==> src/ipbox_pkg.sv <==
// shared types, constants and helpers for the in-place box smoothing core
`default_nettype none

package ipbox_pkg;

    localparam int SAMPLE_W   = 8;
    localparam int CFG_W_BITS = 10;
    localparam int CFG_H_BITS = 16;
    localparam int PADDR_W    = 3;
    localparam int PDATA_W    = 32;
    localparam int SUM_W      = 12;
    localparam int PROD_W     = 25;
    localparam int FRAME_MIN  = 3;
    localparam int RESET_DIM  = 384;
    localparam int DIV9_MUL   = 7282;
    localparam int DIV9_SHIFT = 16;

    localparam logic REG_FRAME_WIDTH  = 1'b0;
    localparam logic REG_FRAME_HEIGHT = 1'b1;

    typedef struct packed {
        logic                valid;
        logic                tick;
        logic [SAMPLE_W-1:0] value;
        logic                last;
    } ipbox_evt_t;

    typedef struct packed {
        logic                  clear;
        logic [CFG_W_BITS-1:0] width;
        logic [CFG_H_BITS-1:0] height;
    } ipbox_cfg_t;

    typedef struct packed {
        logic [SAMPLE_W-1:0] smoothed;
        logic                frame_end;
    } ipbox_res_t;

    // truncating divide by nine through a scaled reciprocal, exact for sums below 2304
    function automatic logic [SAMPLE_W-1:0] div9(input logic [SUM_W-1:0] s);
        logic [PROD_W-1:0] prod;
        prod = PROD_W'(s) * PROD_W'(DIV9_MUL);
        return prod[DIV9_SHIFT +: SAMPLE_W];
    endfunction

endpackage

`default_nettype wire

==> src/ipbox_cfg.sv <==
// apb register block holding frame width and height
`default_nettype none

module ipbox_cfg #(
    parameter int MAX_WIDTH = 512
) (
    input  wire logic                           clk,
    input  wire logic                           rst_n,
    input  wire logic                           psel,
    input  wire logic                           penable,
    input  wire logic                           pwrite,
    input  wire logic [ipbox_pkg::PADDR_W-1:0]  paddr,
    input  wire logic [ipbox_pkg::PDATA_W-1:0]  pwdata,
    output logic      [ipbox_pkg::PDATA_W-1:0]  prdata,
    output logic                                pready,
    output ipbox_pkg::ipbox_cfg_t               cfg
);
    import ipbox_pkg::*;

    localparam int WIDTH_CAP = (MAX_WIDTH > 1023) ? 1023 : MAX_WIDTH;

    logic [CFG_W_BITS-1:0] frame_width_reg;
    logic [CFG_H_BITS-1:0] frame_height_reg;
    logic                  wr_en;
    logic                  reg_sel;
    logic [CFG_W_BITS-1:0] width_used;
    logic [CFG_H_BITS-1:0] height_used;

    assign pready  = 1'b1;
    assign wr_en   = psel && penable && pwrite;
    assign reg_sel = paddr[PADDR_W-1];

    always_ff @(posedge clk or negedge rst_n)
    begin
        if (!rst_n)
        begin
            frame_width_reg  <= CFG_W_BITS'(RESET_DIM);
            frame_height_reg <= CFG_H_BITS'(RESET_DIM);
        end
        else if (wr_en)
        begin
            case (reg_sel)
                REG_FRAME_WIDTH:  frame_width_reg  <= pwdata[CFG_W_BITS-1:0];
                REG_FRAME_HEIGHT: frame_height_reg <= pwdata[CFG_H_BITS-1:0];
                default: ;
            endcase
        end
    end

    always_comb
    begin
        case (reg_sel)
            REG_FRAME_WIDTH:  prdata = PDATA_W'(frame_width_reg);
            REG_FRAME_HEIGHT: prdata = PDATA_W'(frame_height_reg);
            default:          prdata = '0;
        endcase
    end

    always_comb
    begin
        if (frame_width_reg < CFG_W_BITS'(FRAME_MIN))
            width_used = CFG_W_BITS'(FRAME_MIN);
        else if (frame_width_reg > CFG_W_BITS'(WIDTH_CAP))
            width_used = CFG_W_BITS'(WIDTH_CAP);
        else
            width_used = frame_width_reg;
        if (frame_height_reg < CFG_H_BITS'(FRAME_MIN))
            height_used = CFG_H_BITS'(FRAME_MIN);
        else
            height_used = frame_height_reg;
    end

    // a write restarts every pass at the first position of a frame
    assign cfg.clear  = wr_en;
    assign cfg.width  = width_used;
    assign cfg.height = height_used;

endmodule

`default_nettype wire

==> config.mk <==
export PLATFORM = sky130hd
export DESIGN_NAME = ipbox_cfg
export DESIGN_NICKNAME = d
export VERILOG_FILES = /design/src/ipbox_pkg.sv /design/src/ipbox_cfg.sv
export SDC_FILE = /design/constraint.sdc
export NUM_CORES = 1
export LEC_CHECK = 0
export ABC_AREA = 1
export BUFFER_PORTS_ARGS = -buffer_cell sky130_fd_sc_hd__buf_2
export CORE_MARGIN = 1.5
export CORE_UTILIZATION = 46
export DETAILED_ROUTE_END_ITERATION = 8
export PLACE_DENSITY = 0.91
export RECOVER_POWER = 50
export SLEW_MARGIN = 20
export SYNTH_ARGS = -nofsm -noshare
export SYNTH_HDL_FRONTEND = slang
export SYNTH_SLANG_ARGS = --single-unit
==> constraint.sdc <==
create_clock -name clk -period 3.5 [get_ports clk]
set_clock_uncertainty 0.15 [all_clocks]
set_input_delay 1.05 -clock clk [delete_from_list [all_inputs] [get_ports clk]]
set_output_delay 1.05 -clock clk [all_outputs]
set_load 0.02 [all_outputs]
==> summary.txt <==
Setup path
  • Worst setup SP type: input port
  • Worst Path Max Fanout: 28
  • Req. time, crit path: 2.30 ns
  • Worst EP arrival: 1.86 ns
  • WS Path Type: input port to primary output
  • FF-to-FF path depth: 2
  • Worst setup EP type: primary output

Yosys
  • Register bit total from synthesis: 26
  • Syn Inst Count: 217
  • Synth warn: 0
  • Syn_area_per_cell: 7.21 um2
  • Unique cell type count in the Yosys netlist: 19
  • Cell taking the most area after synthesis: dfrtp_1
  • Synth top area share: 35.2%
  • Main area contributors after synthesis: dfrtp_1, nand2_1, o21ai_0
  • Sequential area share after synthesis: 41.9%
  • Post-Syn Area: 1560 um2

Routing
  • Pre-antenna DRT Iters: 5
  • DR DRC count: 0
  • Routed wire length: 3230 um
  • Final antenna-violating net count: 0
  • WL per Instance: 10.7 um
  • Initial DRC Count: 34
  • DR vias/cell: 4.41
  • Vias: 1337

Timing
  • Final Max Tran Viols: 0
  • Slew margin rel.: 7.79%
  • Fmax achieved: 0.327 GHz
  • TNS Setup: 0 ns
  • Slew @ Worst Pin: 1.38 ns
  • Tmin final: 3.06 ns
  • Final Setup Violations: 0
  • RSZ-0062 raised after global routing: no
  • WHS: 0.359 ns
  • Final hold vios: 0
  • Fin crit share: 87.3%

Global routing
  • Vias in the first global route: 1092
  • Largest net degree at the start of global routing: 29
  • Total grt overflow: 0
  • Initial antenna violation count: 0
  • GRT Resource Usage Total: 17.6%
  • First-pass GRT wire length: 4860 um

Floorplan
  • Die Wd: 61.3 um
  • IO Pins: 100
  • Die area: 3760 um2
  • Initial Util: 49.6%
  • Core area: 3150 um2
  • Rows: 20
  • Die height: 61.3 um

Placed design
  • Post-DP HPWL: 2520 um
  • # port buffers: 64
  • GPL Wtd Cong: 0.848

CTS
  • Clk sinks: 26
  • H-tree levels: 1
  • Post-CTS Hold Buffers: 0
  • Total CTS buffers: 3
  • Post-CTS sizing: 0
  • Post-CTS Setup Bufs: 0
  • Skew-Pair Late Insertion Delay: 0.31 ns
  • TritonCTS clock tree: built
  • Clock slew at reported path FFs: 0.14 ns
  • Clock Tree Buf Depth: 2
  • Root buf cell: clkbuf_4

Final layout
  • Share of cells above drive strength 1: 28.2%
  • Final-stage net count: 300
  • Max FFs per register: 16
  • Fillers: 324
  • Antenna cells: 0
  • Syn-to-layout area delta: 12.7%
  • Layout Utilization: 55.9%

Worst hold path
  • Hold Path Cell Cnt: 2
  • Worst hold path type: flip-flop to flip-flop

Power
  • PD cells: 541 nW/um2
  • Pleak: 1.00 nW
  • Peak supply drop: 0.220 mV

Run
  • Number of max-cap violations: 0

Run status
  • Outcome: completed
[path summary, 6_finish.rpt]
path                                     startpoint                   end  slack, ns
worst max-delay path                       paddr[2]             prdata[8]       0.44
worst min-delay path            frame_height_reg[7]   frame_height_reg[7]       0.36
worst max register to register   frame_width_reg[8]    frame_width_reg[8]       2.47
worst min register to register  frame_height_reg[7]   frame_height_reg[7]       0.36
max in group asynchronous                     rst_n  frame_height_reg[11]       1.52
min in group asynchronous                     rst_n  frame_height_reg[14]       0.87
[through the flow]
| step | total power (W) | area (um2) | setup WS, ns | instances |
|---|---|---|---|---|
| floorplan | 0.000712 | 1620 | 0.441 | 232 |
| global placement | 0.000804 | 1750 | 0.465 | 299 |
| detailed placement | 0.000815 | 1750 | 0.460 | 299 |
| CTS | 0.000960 | 1780 | 0.465 | 303 |
| global route | 0.00102 | 1760 | 0.341 | 303 |
| finish | 0.000953 | 1760 | 0.443 | 303 |
[cell usage after synthesis (all sizes together)]
| master | count |
|---|---|
| nand2 | 59 |
| o21ai | 38 |
| inv | 28 |
| buf | 26 |
| dfrtp | 22 |
| clkbuf | 15 |
| nor2 | 12 |
| a21oi | 6 |
| dfstp | 4 |
| nand3 | 4 |
| conb | 2 |
| nand4 | 1 |
[cells in the final DEF, fill, tap and decap left out]
cell type / n
buf_2: 63
nand2_1: 59
o21ai_0: 38
inv_1: 27
dfrtp_1: 22
conb_1: 17
nor2_1: 12
a21oi_1: 6
dfstp_2: 4
nand3_1: 3
clkbuf_4: 3
nand4_1: 1
nand3_4: 1
inv_4: 1
clkbuf_8: 1
clkbuf_1: 1
[layout make-up]
| class | count | area (um2) | area share [%] |
|---|---|---|---|
| sequential | 26 | 656 | 37.2 |
| multi-input combinational | 137 | 589 | 33.4 |
| timing repair buffer | 64 | 319 | 18.1 |
| inverter | 28 | 108 | 6.10 |
| tap | 44 | 55.1 | 3.12 |
| clock buffer | 4 | 36.3 | 2.06 |
[kinds of logic (layout without fill, tap and decap cells)]
family / Yosys count / in the layout / synth area share (%)
simple gates: 76 / 76 / 20.7
buf+inv: 69 / 96 / 22.8
compound gates: 44 / 44 / 14.1
flops: 26 / 26 / 41.9
other cells: 2 / 17 / 0.480
[worst max-delay path, cell delays in order]
cell,delay [ns]
buf_2,0.38
nand2_1,0.10
o21ai_0,0.11
buf_2,0.20
[per-layer routing]
layer  global-route usage (%)  part of all wire (%)  up-vias
li1                         -                     -      702
met1                     22.8                    46      583
met2                     29.9                    47       48
met3                     2.94                   5.4        4
met4                     5.90                   1.3        0
met5                        0                     0        -
[power breakdown]
part | internal (W) | switching (W) | total [W]
clock network | 0.0000634 | 0.0000849 | 0.000148
registers | 0.000368 | 0.0000466 | 0.000414
logic | 0.000121 | 0.000270 | 0.000390
Power figures use the tool's default switching activity.
