==> config.mk <==
export PLATFORM = sky130hd
export DESIGN_NAME = ipbox_out_buf_flat
export DESIGN_NICKNAME = d
export VERILOG_FILES = /design/src/ipbox_pkg.sv /design/src/ipbox_if.sv /design/src/ipbox_out_buf.sv /design/src/flat_wrapper.sv
export SDC_FILE = /design/constraint.sdc
export NUM_CORES = 1
export LEC_CHECK = 0
export BUFFER_PORTS_ARGS = -buffer_cell sky130_fd_sc_hd__buf_4
export CAP_MARGIN = 20
export CORE_ASPECT_RATIO = 0.6
export CORE_MARGIN = 2
export CORE_UTILIZATION = 35
export CTS_CLUSTER_SIZE = 14
export DETAILED_ROUTE_END_ITERATION = 6
export PLACE_DENSITY = 0.64
export SLEW_MARGIN = 20
export SYNTH_ARGS = -nofsm -noshare
export SYNTH_HDL_FRONTEND = slang
export SYNTH_SLANG_ARGS = --single-unit
==> constraint.sdc <==
create_clock -name clk -period 3.5 [get_ports clk]
set_clock_uncertainty 0.1 [all_clocks]
set_input_delay 0.875 -clock clk [delete_from_list [all_inputs] [get_ports clk]]
set_output_delay 0.875 -clock clk [all_outputs]
set_load 0.005 [all_outputs]
==> src/ipbox_pkg.sv <==
// shared types, constants and helpers for the in-place box smoothing core
`default_nettype none

package ipbox_pkg;

    localparam int SAMPLE_W   = 8;
    localparam int CFG_W_BITS = 10;
    localparam int CFG_H_BITS = 16;
    localparam int PADDR_W    = 3;
    localparam int PDATA_W    = 32;
    localparam int SUM_W      = 12;
    localparam int PROD_W     = 25;
    localparam int FRAME_MIN  = 3;
    localparam int RESET_DIM  = 384;
    localparam int DIV9_MUL   = 7282;
    localparam int DIV9_SHIFT = 16;

    localparam logic REG_FRAME_WIDTH  = 1'b0;
    localparam logic REG_FRAME_HEIGHT = 1'b1;

    typedef struct packed {
        logic                valid;
        logic                tick;
        logic [SAMPLE_W-1:0] value;
        logic                last;
    } ipbox_evt_t;

    typedef struct packed {
        logic                  clear;
        logic [CFG_W_BITS-1:0] width;
        logic [CFG_H_BITS-1:0] height;
    } ipbox_cfg_t;

    typedef struct packed {
        logic [SAMPLE_W-1:0] smoothed;
        logic                frame_end;
    } ipbox_res_t;

    // truncating divide by nine through a scaled reciprocal, exact for sums below 2304
    function automatic logic [SAMPLE_W-1:0] div9(input logic [SUM_W-1:0] s);
        logic [PROD_W-1:0] prod;
        prod = PROD_W'(s) * PROD_W'(DIV9_MUL);
        return prod[DIV9_SHIFT +: SAMPLE_W];
    endfunction

endpackage

`default_nettype wire

==> src/ipbox_if.sv <==
// stream channel interfaces for samples and smoothed results
`default_nettype none


interface ipbox_out_if;
    logic       valid;
    logic       ready;
    logic [7:0] smoothed;
    logic       frame_end;

    modport source (output valid, output smoothed, output frame_end, input ready);
    modport sink (input valid, input smoothed, input frame_end, output ready);
endinterface

`default_nettype wire

==> src/ipbox_out_buf.sv <==
// two-entry result buffer decoupling the passes from the result channel
`default_nettype none

module ipbox_out_buf (
    input  wire logic            clk,
    input  wire logic            rst_n,
    input  wire logic            push,
    input  ipbox_pkg::ipbox_res_t push_data,
    output logic                 room,
    ipbox_out_if.source          result
);
    import ipbox_pkg::*;

    logic [1:0] count_reg;
    ipbox_res_t head_reg, tail_reg;
    logic       pop;

    assign pop              = result.valid && result.ready;
    assign room             = count_reg < 2'd2;
    assign result.valid     = count_reg != 2'd0;
    assign result.smoothed  = head_reg.smoothed;
    assign result.frame_end = head_reg.frame_end;

    always_ff @(posedge clk or negedge rst_n)
    begin
        if (!rst_n)
            count_reg <= 2'd0;
        else if (push && !pop)
            count_reg <= count_reg + 2'd1;
        else if (!push && pop)
            count_reg <= count_reg - 2'd1;
    end

    always_ff @(posedge clk)
    begin
        case ({push, pop})
            2'b10:
            begin
                if (count_reg == 2'd0)
                    head_reg <= push_data;
                else
                    tail_reg <= push_data;
            end
            2'b01:   head_reg <= tail_reg;
            2'b11:   head_reg <= push_data;
            default: ;
        endcase
    end

endmodule

`default_nettype wire

==> src/flat_wrapper.sv <==
// flat-port wrapper written by rule: the top's interface ports become plain ports
module ipbox_out_buf_flat import ipbox_pkg::*;
  (clk, rst_n, push, push_data, room, result_valid, result_smoothed, result_frame_end, result_ready);
  ipbox_out_if result_i ();
  input  wire logic clk;
  input  wire logic rst_n;
  input  wire logic push;
  input  ipbox_pkg::ipbox_res_t push_data;
  output logic room;
  output wire logic [$bits(result_i.valid)-1:0] result_valid;
  output wire logic [$bits(result_i.smoothed)-1:0] result_smoothed;
  output wire logic [$bits(result_i.frame_end)-1:0] result_frame_end;
  input wire logic [$bits(result_i.ready)-1:0] result_ready;
  assign result_valid = result_i.valid;
  assign result_smoothed = result_i.smoothed;
  assign result_frame_end = result_i.frame_end;
  assign result_i.ready = result_ready;
  ipbox_out_buf u_core (.clk(clk), .rst_n(rst_n), .push(push), .push_data(push_data), .room(room), .result(result_i));
endmodule
==> results.yml <==
route:
  dr_total_vias: 431
  antenna_left: 0
  vias_per_cell: 4.27
  wl_per_cell_microns: 12.3
  first_pass_iters: 2
  wl_mm: 1.24
  post-route-drc-count: 0
  drtIter0Drc: 8
finish:
  largest_register_ffs: 9
  multiInputGateArea_sq_um: 176
  antennaDiodeCount: 0
  layout.nets: 87
  utilization: 0.487
  seqCellArea_sq_um: 591
  fillers: 208
  drive_above_1_share: 0.507
  syn2layout_area_growth_pct: 32.8
synth:
  synth_cells: 44
  synth_mux_area_frac: 0.129
  synth_largest_area_cell: "edfxtp_1"
  avgSynthCellArea_sq_um: 17.9
  synth_nets: 59
  synth.distinct_cells: 11
  synth-xor-area-share: 0.0334
  synth-seq-cells: 20
  yosys_warnings: 0
  synth_top_area_frac: 0.687
  synth-compound-area-share: 0.0127
  ys_seq_area_frac: 0.750
  syn_area_sq_um: 787
  synth_top_family_by_area: "multiplexers"
  synth-simple-area-share: 0.0175
  synth_area_leaders: "edfxtp_1 (69%), mux2_2 (13%), dfrtp_1 (6.4%)"
  synthAdderAreaFrac: 0.0318
floorplanning:
  dieArea_sq_mm: 0.00266
  rows: 13
  die_x_microns: 65.2
  core_area_sq_mm: 0.00215
  start_util: 0.367
  ioPinCount: 24
  dieHeight_microns: 40.7
cts:
  htreeDepth: 1
  clkTransAtPathRegs_ns: 0.07
  post_cts_buffers: 0
  cts_tree: "built"
  clockBufferDepth: 2
  cts_root_buf: "clkbuf_8"
  clkSinkCount: 20
  hold_buffers: 0
  ctsResizeCount: 0
  clk_latency_ns: 0.25
  cts_inserted_buffers: 3
global_route:
  grt_pass1_wl_mm: 1.91
  overflow: 0
  grt_max_degree: 12
  grt_use_total: 0.110
  grt_pass1_vias: 402
  antenna_found_initial: 0
pwr:
  p_sw_w: 0.000181
  p_leak_nw: 0.419
  p_clk_frac: 0.206
  power.density_mw_per_mm2: 678
  seqPwrFrac: 0.517
  intPower_w: 0.000527
  vdd_ir_drop_max_mv: 0.271
  switching_share: 0.256
  combPwrFrac: 0.277
status:
  status: "complete, no violations"
sta:
  rsz0062_at_grt: "false"
  period_share: 0.631
  setup_viol_count_final: 0
  tns_ns: 0
  worst_pin_slew_ns: 0.785
  relSlewSlack: 0.476
  timing.fmax_ghz: 0.453
  maxSlewViolCount: 0
  period_minus_slack_ns: 2.21
  hold_violations: 0
critical_path:
  worst-path-max-fanout: 9
  crit_arrival_ns: 1.99
  cp.required_ns: 3.28
  crit_type: "primary input to flop"
  end_kind: "flop"
  start_kind: "primary input"
place:
  numPortBuffers: 23
  finalWeightedCongestion: 0.739
flow_run:
  cap_violations: 0
min_path:
  hp-class: "primary input to asynchronous set/reset pin"
through the flow:
stage / total power, W / instances / hold slack (ns) / instance area, sq um / setup slack (ns)
detailed placement: 0.000571 / 97 / 0.431 / 1000 / 1.00
floorplan: 0.000466 / 44 / 0.399 / 787 / 1.35
global route: 0.000751 / 101 / 0.280 / 1040 / 1.19
CTS: 0.000720 / 101 / 0.291 / 1040 / 1.28
global placement: 0.000567 / 97 / 0.437 / 1000 / 1.10
finish: 0.000708 / 101 / 0.294 / 1040 / 1.29
power groups by stage:
stage | clock network (W) | logic (W) | registers, W
after global routing | 0.000161 | 0.000218 | 0.000372
after detailed placement | 0 | 0.000201 | 0.000371
after CTS | 0.000151 | 0.000202 | 0.000367
after floorplan | 0 | 0.0000944 | 0.000372
after global placement | 0 | 0.000196 | 0.000371
final | 0.000146 | 0.000196 | 0.000366
layout by cell type (no fill, tap or decap):
cell,synthesis,routed
edfxtp_1,18,18
ha_1,2,2
xor2_1,1,1
clkbuf_8,0,3
nor2b_1,1,1
o21ai_0,2,2
xnor2_1,2,2
nor2_1,2,2
inv_1,4,4
clkinv_1,0,1
mux2_2,9,9
dfrtp_1,2,2
buf_4,0,24
path summary, 6_finish.rpt:
kind / from / end / slack (ns) / depth (start not counted)
setup / recovery: result_ready / u_core.tail_reg[8] / 1.29 / 4
hold / removal: rst_n / u_core.count_reg[1] / 0.29 / 1
setup reg to reg: u_core.count_reg[0] / u_core.tail_reg[8] / 1.41 / 3
hold reg to reg: u_core.tail_reg[4] / u_core.result.smoothed[3] / 0.45 / 1
max in group asynchronous: rst_n / u_core.count_reg[0] / 2.92 / 1
min in group clk: u_core.tail_reg[4] / u_core.result.smoothed[3] / 0.45 / 1
layout make-up:
cell class              instances  share of cell area
flip-flops and latches         20               0.565
repair buffers                 24               0.172
multi-input cells              19               0.169
clock buffers                   3              0.0395
well taps                      30              0.0359
inverters                       4              0.0144
clock inverters                 1             0.00359
metal layers:
| metal | global-route usage | wire (microns) | share of wire | vias to the layer above |
|---|---|---|---|---|
| li1 | - | - | - | 213 |
| met1 | 0.138 | 579 | 0.47 | 198 |
| met2 | 0.163 | 569 | 0.46 | 18 |
| met3 | 0.0412 | 63 | 0.051 | 2 |
| met4 | 0.0781 | 27 | 0.022 | 0 |
| met5 | 0 | 0 | 0 | - |
synthesized netlist by cell type:
master / instances
o21ai_0: 2
nor2b_1: 1
xor2_1: 1
xnor2_1: 2
nor2_1: 2
ha_1: 2
inv_1: 4
buf_2: 1
edfxtp_1: 18
mux2_2: 9
dfrtp_1: 2
cells by family after synthesis:
family / Yosys count
compound gates: 2
flops: 20
simple gates: 3
buf+inv: 5
fa+ha+maj: 2
xor+xnor: 3
mux: 9
critical path: stages:
cell and delay, ns:
buf_4 0.10, o21ai_0 0.12, ha_1 0.24, nor2b_1 0.65
Power figures use the tool's default switching activity.
